`config.mk`:
```
export PLATFORM = sky130hd
export DESIGN_NAME = bounded_queue_move_to_tail
export DESIGN_NICKNAME = d
export VERILOG_FILES = /design/src/rtl/bqmt_pkg.sv /design/src/rtl/bqmt_cell.sv /design/src/rtl/bqmt_ctrl.sv /design/src/rtl/bounded_queue_move_to_tail.sv
export SDC_FILE = /design/constraint.sdc
export NUM_CORES = 1
export LEC_CHECK = 0
export ABC_AREA = 1
export CORE_UTILIZATION = 55
export DETAILED_ROUTE_END_ITERATION = 12
export DONT_BUFFER_PORTS = 1
export PLACE_DENSITY = 0.79
export SKIP_CTS_REPAIR_TIMING = 1
export SLEW_MARGIN = 20
export SYNTH_ARGS = -nofsm -noshare
export SYNTH_HDL_FRONTEND = slang
export SYNTH_SLANG_ARGS = --single-unit
```
`constraint.sdc`:
```
create_clock -name clk_i -period 5.4 [get_ports clk_i]
set_clock_uncertainty 0.1 [all_clocks]
set_input_delay 0.27 -clock clk_i [delete_from_list [all_inputs] [get_ports clk_i]]
set_output_delay 0.27 -clock clk_i [all_outputs]
set_load 0.02 [all_outputs]
```
`src/rtl/bqmt_pkg.sv`:
```
package bqmt_pkg;

  // Number of cells in the row and width of one stored key.
  localparam int unsigned Depth = 16;
  localparam int unsigned KeyW  = 64;

  // Count holds 0..Depth, a cell index holds 0..Depth-1.
  localparam int unsigned CntW = $clog2(Depth + 1);
  localparam int unsigned IdxW = (Depth > 1) ? $clog2(Depth) : 1;

  typedef enum logic [1:0] {
    CMD_INSERT = 2'd0,
    CMD_MOVE   = 2'd1,
    CMD_LIST   = 2'd2
  } bqmt_cmd_e;

  typedef enum logic [2:0] {
    ST_DONE      = 3'd0,
    ST_FULL      = 3'd1,
    ST_NOT_FOUND = 3'd2,
    ST_LISTED    = 3'd3,
    ST_EMPTY     = 3'd4
  } bqmt_status_e;

  typedef enum logic [1:0] {
    S_IDLE,
    S_MOVE,
    S_FIN,
    S_LIST
  } bqmt_state_e;

  // Per-cell control: shift takes the right neighbor's key, load takes the
  // shared load bus and wins over shift.
  typedef struct packed {
    logic shift;
    logic load;
  } bqmt_cell_ctl_t;

endpackage

```
`src/rtl/bqmt_cell.sv`:
```
module bqmt_cell
  import bqmt_pkg::*;
(
  input  logic             clk_i,
  input  bqmt_cell_ctl_t   ctl_i,
  input  logic [KeyW-1:0]  nbr_i,
  input  logic [KeyW-1:0]  load_i,
  output logic [KeyW-1:0]  key_o
);

  logic [KeyW-1:0] key_q;
  logic [KeyW-1:0] key_d;

  always_comb begin
    priority if (ctl_i.load) begin
      key_d = load_i;
    end else if (ctl_i.shift) begin
      key_d = nbr_i;
    end else begin
      key_d = key_q;
    end
  end

  always_ff @(posedge clk_i) begin
    key_q <= key_d;
  end

  assign key_o = key_q;

endmodule

```
`src/rtl/bqmt_ctrl.sv`:
```
module bqmt_ctrl
  import bqmt_pkg::*;
(
  input  logic                         clk_i,
  input  logic                         rst_ni,
  input  logic                         start_i,
  input  logic [1:0]                   cmd_i,
  input  logic [KeyW-1:0]              key_i,
  output logic                         busy_o,
  input  logic [KeyW-1:0]              head_i,
  output bqmt_cell_ctl_t [Depth-1:0]   ctl_o,
  output logic [KeyW-1:0]              load_o,
  output logic                         result_strobe_o,
  output logic [2:0]                   status_o,
  output logic [KeyW-1:0]              entry_key_o,
  output logic                         last_o
);

  bqmt_state_e     state_q, state_d;
  logic [CntW-1:0] count_q, count_d;
  logic [CntW-1:0] rem_q, rem_d;
  logic [CntW-1:0] wr_q, wr_d;
  logic            hit_q, hit_d;
  logic [KeyW-1:0] key_q, key_d;

  logic            strobe_q, strobe_d;
  bqmt_status_e    status_q, status_d;
  logic [KeyW-1:0] ekey_q, ekey_d;
  logic            last_q, last_d;

  logic             shift;
  logic [Depth-1:0] ld;
  logic [CntW-1:0]  tgt;

  // Slot behind the unprocessed part and the entries already kept.
  assign tgt = rem_q + wr_q - CntW'(1);

  always_comb begin
    state_d  = state_q;
    count_d  = count_q;
    rem_d    = rem_q;
    wr_d     = wr_q;
    hit_d    = hit_q;
    key_d    = key_q;
    strobe_d = 1'b0;
    status_d = ST_DONE;
    ekey_d   = '0;
    last_d   = 1'b1;
    shift    = 1'b0;
    ld       = '0;
    load_o   = key_i;

    unique case (state_q)
      S_IDLE: begin
        if (start_i) begin
          unique case (cmd_i)
            CMD_INSERT: begin
              strobe_d = 1'b1;
              if (count_q == CntW'(Depth)) begin
                status_d = ST_FULL;
              end else begin
                ld[count_q[IdxW-1:0]] = 1'b1;
                count_d = count_q + CntW'(1);
              end
            end
            CMD_MOVE: begin
              key_d = key_i;
              if (count_q == '0) begin
                strobe_d = 1'b1;
                status_d = ST_NOT_FOUND;
              end else begin
                state_d = S_MOVE;
                rem_d   = count_q;
                wr_d    = '0;
                hit_d   = 1'b0;
              end
            end
            CMD_LIST: begin
              if (count_q == '0) begin
                strobe_d = 1'b1;
                status_d = ST_EMPTY;
              end else begin
                state_d = S_LIST;
                rem_d   = count_q;
                wr_d    = '0;
              end
            end
            default: begin
            end
          endcase
        end
      end
      S_MOVE: begin
        shift  = 1'b1;
        load_o = head_i;
        if (head_i == key_q) begin
          hit_d = 1'b1;
        end else begin
          ld[tgt[IdxW-1:0]] = 1'b1;
          wr_d = wr_q + CntW'(1);
        end
        rem_d = rem_q - CntW'(1);
        if (rem_q == CntW'(1)) begin
          state_d = S_FIN;
        end
      end
      S_FIN: begin
        strobe_d = 1'b1;
        load_o   = key_q;
        state_d  = S_IDLE;
        if (hit_q) begin
          ld[wr_q[IdxW-1:0]] = 1'b1;
          count_d = wr_q + CntW'(1);
        end else begin
          status_d = ST_NOT_FOUND;
        end
      end
      S_LIST: begin
        shift    = 1'b1;
        load_o   = head_i;
        ld[tgt[IdxW-1:0]] = 1'b1;
        wr_d     = wr_q + CntW'(1);
        rem_d    = rem_q - CntW'(1);
        strobe_d = 1'b1;
        status_d = ST_LISTED;
        ekey_d   = head_i;
        last_d   = (rem_q == CntW'(1));
        if (rem_q == CntW'(1)) begin
          state_d = S_IDLE;
        end
      end
      default: begin
        state_d = S_IDLE;
      end
    endcase
  end

  always_comb begin
    for (int i = 0; i < Depth; i++) begin
      ctl_o[i].shift = shift;
      ctl_o[i].load  = ld[i];
    end
  end

  always_ff @(posedge clk_i or negedge rst_ni) begin
    if (!rst_ni) begin
      state_q  <= S_IDLE;
      count_q  <= '0;
      strobe_q <= 1'b0;
    end else begin
      state_q  <= state_d;
      count_q  <= count_d;
      strobe_q <= strobe_d;
    end
  end

  always_ff @(posedge clk_i) begin
    rem_q    <= rem_d;
    wr_q     <= wr_d;
    hit_q    <= hit_d;
    key_q    <= key_d;
    status_q <= status_d;
    ekey_q   <= ekey_d;
    last_q   <= last_d;
  end

  assign busy_o          = (state_q != S_IDLE);
  assign result_strobe_o = strobe_q;
  assign status_o        = status_q;
  assign entry_key_o     = ekey_q;
  assign last_o          = last_q;

endmodule

```
`src/rtl/bounded_queue_move_to_tail.sv`:
```
// Channel   Direction  Handshake                    Payload
// command   in         start_i high, busy_o low     cmd_i, key_i
// result    out        result_strobe_o, one cycle   status_o, entry_key_o, last_o
//
// An insert is handled in the cycle in which it is taken, and its result
// shows in the next cycle. A list is taken, then passes each entry over the
// head in turn, and each result shows in the cycle after its entry passes
// the head. A move-to-tail passes its entries the same way, then has one
// more step to append the key, and its result shows in the cycle after that
// step. On an empty queue list and move-to-tail answer like an insert. The
// pace is set by the row of cells, which rotates by one position per cycle
// so that the head cell passes each entry once.
// Reset is asynchronous and active low; it empties the queue and clears the
// control state, while the stored keys themselves are left as they are.
// The receiver cannot stall: every result is valid for exactly one cycle.
module bounded_queue_move_to_tail
  import bqmt_pkg::*;
(
  input  logic            clk_i,
  input  logic            rst_ni,
  input  logic            start_i,
  output logic            busy_o,
  input  logic [1:0]      cmd_i,
  input  logic [KeyW-1:0] key_i,
  output logic            result_strobe_o,
  output logic [2:0]      status_o,
  output logic [KeyW-1:0] entry_key_o,
  output logic            last_o
);

  // The queue lives in a row of cells with the head in cell zero. During a
  // list or move-to-tail the whole row shifts toward the head every cycle;
  // the key that falls out of the head cell is written back behind the
  // entries still waiting, unless a move-to-tail drops it as a match. After
  // one pass over the live entries the kept ones are back in order at the
  // front of the row.
  bqmt_cell_ctl_t [Depth-1:0] cell_ctl;
  logic [KeyW-1:0]            cell_key [Depth];
  logic [KeyW-1:0]            load_key;

  bqmt_ctrl u_ctrl (
    .clk_i           (clk_i),
    .rst_ni          (rst_ni),
    .start_i         (start_i),
    .cmd_i           (cmd_i),
    .key_i           (key_i),
    .busy_o          (busy_o),
    .head_i          (cell_key[0]),
    .ctl_o           (cell_ctl),
    .load_o          (load_key),
    .result_strobe_o (result_strobe_o),
    .status_o        (status_o),
    .entry_key_o     (entry_key_o),
    .last_o          (last_o)
  );

  for (genvar i = 0; i < Depth; i++) begin : g_cell
    logic [KeyW-1:0] nbr;
    if (i == Depth - 1) begin : g_end
      assign nbr = '0;
    end else begin : g_mid
      assign nbr = cell_key[i+1];
    end
    bqmt_cell u_cell (
      .clk_i  (clk_i),
      .ctl_i  (cell_ctl[i]),
      .nbr_i  (nbr),
      .load_i (load_key),
      .key_o  (cell_key[i])
    );
  end

  // The final result of a command leaves the block ready for the next one.
  a_last_idle : assert property (@(posedge clk_i) disable iff (!rst_ni)
    result_strobe_o && last_o |-> !busy_o)
    else $error("final result shown while still busy");

  // Only a listing produces results that are not the final one.
  a_multi_listed : assert property (@(posedge clk_i) disable iff (!rst_ni)
    result_strobe_o && !last_o |-> status_o == ST_LISTED)
    else $error("non-final result that is not a listed entry");

  // A key is reported only with a listed entry.
  a_key_zero : assert property (@(posedge clk_i) disable iff (!rst_ni)
    result_strobe_o && status_o != ST_LISTED |-> entry_key_o == '0)
    else $error("nonzero key on a status result");

  // A command that leaves the queue busy after it is taken emits no result
  // in the cycle in which busy first rises.
  a_busy_start : assert property (@(posedge clk_i) disable iff (!rst_ni)
    $rose(busy_o) |-> !result_strobe_o)
    else $error("result emitted as a multi-cycle command started");

endmodule
```
==> flow_summary_export.csv, run 1 <==
group,metric,value,unit
yosys,yosys_warnings,0,
floorplanning,start_util,55.5,%
cts,clockBufferDepth,3,
yosys,synth-seq-cells,1175,
cts,cts.sinks,1175,
route,wl_per_cell,16.5,µm
route,firstDrtPassIters,6,
layout,nets,5472,
status,status,"finished clean",
pwr,p_sw,0.0180,W
pwr,p_total,0.0452,W
route,drc,0,
layout,antennaDiodeCount,0,
yosys,syn_inst,5546,
grt,grt_max_degree,69,
sta,worstMarginPinSlew,1.09,ns
critical_path,path_max_fanout,64,
sta,fmax,0.240,GHz
yosys,ys_seq_area_share,63.3,%
pwr,leakagePower,25.6,nW
pwr,p_int,0.0272,W
cts,cts_tree,"done",
route,drt_wl_total,111000,µm
sta,grt_setup_unrepaired,"false",
grt,grt_pass1_wl,181000,µm
cts,cts-root-buf,"clkbuf_16",
grt,grt_pass1_vias,35465,
placement,port-buffer-count,0,
floorplanning,die_x,317,µm
route,drt-initial-drc-count,3819,
floorplanning,ios,139,
sta,hold_viol_final,0,
sta,finalMaxSlewViolations,0,
cts,cts_buffers,115,
route,postRouteAntennaNets,0,
cts,clkLatencyLatePin,0.70,ns
run,maxCapViolations,0,
critical_path,worstPathArrival,4.39,ns
floorplanning,die_area,0.100,mm²
grt,grt_usage,22.0,%
floorplanning,die_h,317,µm
route,vias_per_cell,5.71,
yosys,avgSynthCellArea,9.84,µm²
hold_path,hp-class,"in2reg",
pwr,swShare,39.8,%
sta,post-route-min-period,4.17,ns
layout,final_layout_size_suffix_gt1_share,7.27,%
pwr,clkPwrFrac,16.6,%
route,vias,38654,
yosys,syn_area,0.0546,mm²
grt,grt_antenna_before_repair,0,
pwr,p_comb_share,40.8,%
sta,setup_tns,0,ns
sta,maxSlewHeadroom,27.2,%
layout,syn_to_final_growth,8.71,%
yosys,syn-num-nets,5634,
floorplanning,coreArea,0.0983,mm²
critical_path,endpoint_kind,"register",
yosys,synth_cell_type_count,36,
critical_path,cp-start-kind,"register",
placement,gp_congestion,0.829,
sta,finalSetupViolations,0,
floorplanning,rows,115,
sta,period_share,77.3,%
pwr,power.density,762,mW/mm²
pwr,power_frac_seq,42.7,%
cts,path_clk_slew,0.06,ns
pwr,max-vdd-ir-drop,0.476,mV
placement,hpwl,75500,µm
critical_path,crit_type,"reg2reg",
critical_path,rr_worst_depth,16,
cts,h-tree-depth,3,
hold_path,holdPathStages,6,
grt,grt.overflow.total,0,
critical_path,required,5.62,ns
## power groups by stage
stage	clock, W	combinational [W]	sequential (W)
global placement	0	0.0173	0.0193
finish	0.00749	0.0184	0.0193
floorplan	0	0.0140	0.0195
global route	0.00797	0.0209	0.0197
detailed placement	0	0.0181	0.0195
CTS	0.00760	0.0183	0.0193
## per-layer routing
layer  share of wire [%]  wire (µm)  vias to the layer above  track usage, %
li1                    -          -                    18848               -
met1                  42      46600                    18170            29.1
met2                  48      53100                     1440            36.7
met3                 8.2       9140                      196            4.15
met4                 2.3       2590                        0            6.74
met5                   0          0                        -               0
## cell families after synthesis
logic type	synth area share [%]
adder cells (fa/ha/maj)	0.449
AO/OA/AOI/OAI	1.79
flip-flops	63.3
XOR/XNOR	0.289
buffers and inverters	6.05
AND/OR/NAND/NOR	28.1
## cells in the mapped netlist
| cell type | count | area [µm²] |
|---|---|---|
| nand2_1 | 2291 | 8600 |
| edfxtp_1 | 1099 | 33000 |
| nand4_1 | 718 | 4490 |
| nand3_1 | 277 | 1390 |
| buf_2 | 269 | 1350 |
| inv_1 | 217 | 815 |
| nor2_1 | 148 | 556 |
| clkbuf_1 | 134 | 503 |
| dfxtp_1 | 68 | 1360 |
| buf_4 | 60 | 450 |
| a22oi_1 | 33 | 248 |
| buf_1 | 26 | 97.6 |
| inv_2 | 24 | 90.1 |
| o21ai_0 | 24 | 120 |
| o221ai_1 | 24 | 210 |
| nand3_2 | 21 | 210 |
| ha_1 | 18 | 225 |
| o21ai_1 | 16 | 80.1 |
| o21ai_2 | 15 | 131 |
| xor2_1 | 13 | 114 |
| o211ai_1 | 11 | 82.6 |
| a21oi_1 | 8 | 40.0 |
| dfrtp_1 | 8 | 200 |
| xnor2_1 | 5 | 43.8 |
| nor3_1 | 4 | 20.0 |
| a22oi_2 | 2 | 25.0 |
| a31oi_1 | 2 | 12.5 |
| nor2_4 | 2 | 22.5 |
| or2_2 | 2 | 12.5 |
| a21oi_2 | 1 | 8.76 |
| fa_1 | 1 | 20.0 |
| nand3b_1 | 1 | 7.51 |
| nor2_2 | 1 | 6.26 |
| nor2_8 | 1 | 20.0 |
| o21bai_1 | 1 | 7.51 |
| o41ai_1 | 1 | 8.76 |
## registers in the layout, summed over array words and instances, names as in the netlist
name and cells:
g_cell.u_cell.key_o 1024, u_ctrl.count_q 5, u_ctrl.entry_key_o 64, u_ctrl.hit_q 1, u_ctrl.key_q 64, u_ctrl.last_o 1
u_ctrl.rem_q 5, u_ctrl.result_strobe_o 1, u_ctrl.state_q 2, u_ctrl.status_o 3, u_ctrl.wr_q 5
## area by class of cell
cell class              instances  area (µm²)
fillers                      7448       38900
flip-flops and latches       1175       34600
multi-input cells            3641       16900
clock buffers                 163        3130
repair buffers                210        1820
well taps                    1287        1610
inverters                     241         905
clock inverters                48         385
## through the flow
stage               setup slack (ns)  hold slack [ns]  util (%)  area (µm²)  cells
floorplan                    0.00810           -0.126         -       54600   5546
global placement                1.26           -0.125      56.0       55100   6480
detailed placement              1.16           -0.125      56.0       55100   6480
CTS                             1.13           -0.865      59.6       58600   6691
global route                   0.893           0.0216      60.4       59300   6765
finish                          1.23           0.0280      60.4       59300   6765
## worst max-delay path: stages, from the launching register on
cell	delay, ns
edfxtp_1	0.43
inv_1	0.13
ha_1	0.24
inv_1	0.05
ha_1	0.13
inv_1	0.05
fa_1	0.42
xnor2_1	0.18
nand2_1	0.12
nand2_1	0.11
nand2_1	0.12
nor2_1	0.19
nand2_1	0.07
nand2_1	0.08
clkinv_1	0.44
nand4_1	0.27
buf_4	0.61
## layout by cell type, fill, tap and decap left out, types with 7 or more instances in the layout
cell	instances
clkinv_2	15
buf_4	132
a21oi_1	7
nand3_1	269
clkinv_1	21
xor2_1	13
inv_2	25
a22oi_1	32
o21ai_0	20
inv_1	214
nand3_2	27
dlygate4sd3_1	71
o211ai_1	11
nor2_1	147
nand4_1	718
nand2_2	18
o221ai_1	21
clkbuf_1	42
dfxtp_1	68
nand2_1	2273
dfrtp_1	7
o21ai_2	17
ha_1	18
edfxtp_1	1099
o21ai_1	14
clkbuf_16	116
## path summary, 6_finish.rpt
check	start	end	slack [ns]
worst max register to register	u_ctrl.wr_q[1]	g_cell[2].u_cell.key_o[35]	1.23
worst min-delay path	cmd_i[0]	u_ctrl.result_strobe_o	0.03
worst min register to register	g_cell[7].u_cell.key_o[42]	g_cell[6].u_cell.key_o[42]	0.40
worst max-delay path	u_ctrl.wr_q[1]	g_cell[2].u_cell.key_o[35]	1.23
max in group asynchronous	rst_ni	u_ctrl.state_q[0]	4.50
min in group asynchronous	rst_ni	u_ctrl.result_strobe_o	0.40
No activity file was read; power rests on OpenSTA's default activity.
==> inputs of run 2 (changes only) <==
- clock period: 5.4 -> 3.58 ns (I/O delays scaled with it)
==> run 2 against run 1 <==
  * Critical path type unchanged
  * Design area increased by 1.5%
  * Sequential cell count unchanged
  * The run now ends with negative hold slack left
  * Worst setup slack got worse by 1.0 ns
==> flow_summary_export.csv, run 2 (synthesis results as in run 1) <==
group,metric,value,unit
status,violations,"negative hold slack",
grt,grt_antenna_before_repair,0,
critical_path,required,3.92,ns
sta,grt_setup_unrepaired,"false",
layout,final_cell_mix,"nand2_1 (2268), edfxtp_1 (1099), nand4_1 (718)",
critical_path,crit_type,"reg2reg",
hold_path,hp-class,"in2reg",
layout,nets,5503,
critical_path,path_max_fanout,41,
sta,maxSlewHeadroom,25.4,%
grt,met2_usage,37.9,%
floorplanning,ios,139,
grt,grt-busiest-layer,"met2",
sta,hold_slack,-0.0108,ns
route,drt_wl_total,112000,µm
cts,cts.sinks,1175,
layout,antennaDiodeCount,0,
layout,final_layout_size_suffix_gt1_share,8.07,%
cts,h-tree-depth,3,
pwr,max-vdd-ir-drop,0.755,mV
pwr,power.density,1150,mW/mm²
grt,grt_pass1_vias,35352,
sta,period_share,94.8,%
placement,dpl-instance-area,0.0557,mm²
layout,final_common_cell,"nand2_1",
grt,grt_max_degree,79,
floorplanning,die_area,0.100,mm²
placement,gp_congestion,0.868,
layout,seq_area,0.0346,mm²
grt,grt_usage,22.0,%
sta,finalMaxSlewViolations,0,
layout,multiInputGateArea,0.0170,mm²
route,drc,0,
cts,path_clk_slew,0.06,ns
cts,cts_buffers,116,
sta,post-route-min-period,3.39,ns
pwr,leakagePower,26.0,nW
cts,cts-root-buf,"clkbuf_16",
floorplanning,coreArea,0.0983,mm²
layout,final_area,0.0602,mm²
critical_path,endpoint_kind,"register",
sta,finalSetupViolations,0,
floorplanning,die_h,317,µm
floorplanning,die_x,317,µm
grt,grt_pass1_wl,181000,µm
cts,clkLatencyLatePin,0.71,ns
grt,grt.overflow.total,0,
sta,hold_viol_final,10,
layout,largest_reg_flops,1024,
route,postRouteAntennaNets,0,
layout,syn_to_final_growth,10.3,%
floorplanning,rows,115,
run,maxCapViolations,0,
placement,port-buffer-count,0,
critical_path,worstPathArrival,3.73,ns
critical_path,cp-start-kind,"register",
layout,nFillCells,7309,
route,vias_per_cell,5.68,
route,wl_per_cell,16.5,µm
route,drt-initial-drc-count,3152,
sta,fmax,0.295,GHz
grt,met3_usage,3.57,%
cts,clockBufferDepth,3,
route,vias,38597,
status,status,"complete, but fails checks",
placement,hpwl,77600,µm
sta,worstMarginPinSlew,1.12,ns
grt,use_met1,28.4,%
route,firstDrtPassIters,6,
floorplanning,start_util,55.5,%
cts,cts_tree,"done",
sta,setup_tns,0,ns
==> run 2: report_power, final <==
group	internal (W)	switching (W)
Clock	0.00660	0.00508
Combinational	0.00865	0.0200
Sequential	0.0268	0.00234
Total	0.0420	0.0274
==> run 2: per-stage QoR <==
step / worst slack [ns] / hold WS, ns / total power [W] / util (%) / cells
floorplan: -1.50 / -0.217 / 0.0507 / - / 5546
global placement: 0.185 / -0.216 / 0.0559 / 56.7 / 6508
detailed placement: 0.112 / -0.216 / 0.0575 / 56.7 / 6508
CTS: 0.0965 / -0.969 / 0.0693 / 60.4 / 6723
global route: 0.00662 / -0.00766 / 0.0745 / 61.2 / 6799
finish: 0.185 / -0.0108 / 0.0694 / 61.2 / 6799
==> run 2: final timing paths <==
check,startpoint,to,slack (ns),cells past startpoint
min in group asynchronous,rst_ni,u_ctrl.count_q[4],0.28,2
worst max-delay path,g_cell[0].u_cell.key_o[37],g_cell[12].u_cell.key_o[37],0.19,16
worst min-delay path,key_i[60],g_cell[0].u_cell.key_o[60],-0.01,5
max in group asynchronous,rst_ni,u_ctrl.state_q[0],2.79,2
worst min register to register,g_cell[10].u_cell.key_o[61],g_cell[9].u_cell.key_o[61],0.39,2
worst max register to register,g_cell[0].u_cell.key_o[37],g_cell[12].u_cell.key_o[37],0.19,16
==> run 2: final cells by class <==
type                            count  area share (%)
Tap cell                         1287            2.68
Clock buffer                      178            5.48
Inverter                          241            1.50
Multi-Input combinational cell   3642            28.2
Sequential cell                  1175            57.4
Timing Repair Buffer              239            4.11
Clock inverter                     37           0.642
==> run 2: layer usage <==
metal / routed length, µm / share of wire [%]
met5: 0 / 0
met3: 8820 / 7.9
met1: 46300 / 41
met4: 2760 / 2.5
met2: 54300 / 48
==> run 2: critical path, cell delays in order (launching register included) <==
cell and delay, ns:
edfxtp_1 0.37, inv_1 0.09, nand2_1 0.06, nand2_1 0.05
nor2_1 0.17, nand2_1 0.07, nor2_1 0.35, nand2_1 0.13
nor2_1 0.33, nand2_1 0.16, buf_12 0.18, nand3_2 0.14
buf_4 0.37, nand3_2 0.14, buf_6 0.22, nand2_1 0.09
nand2_1 0.07
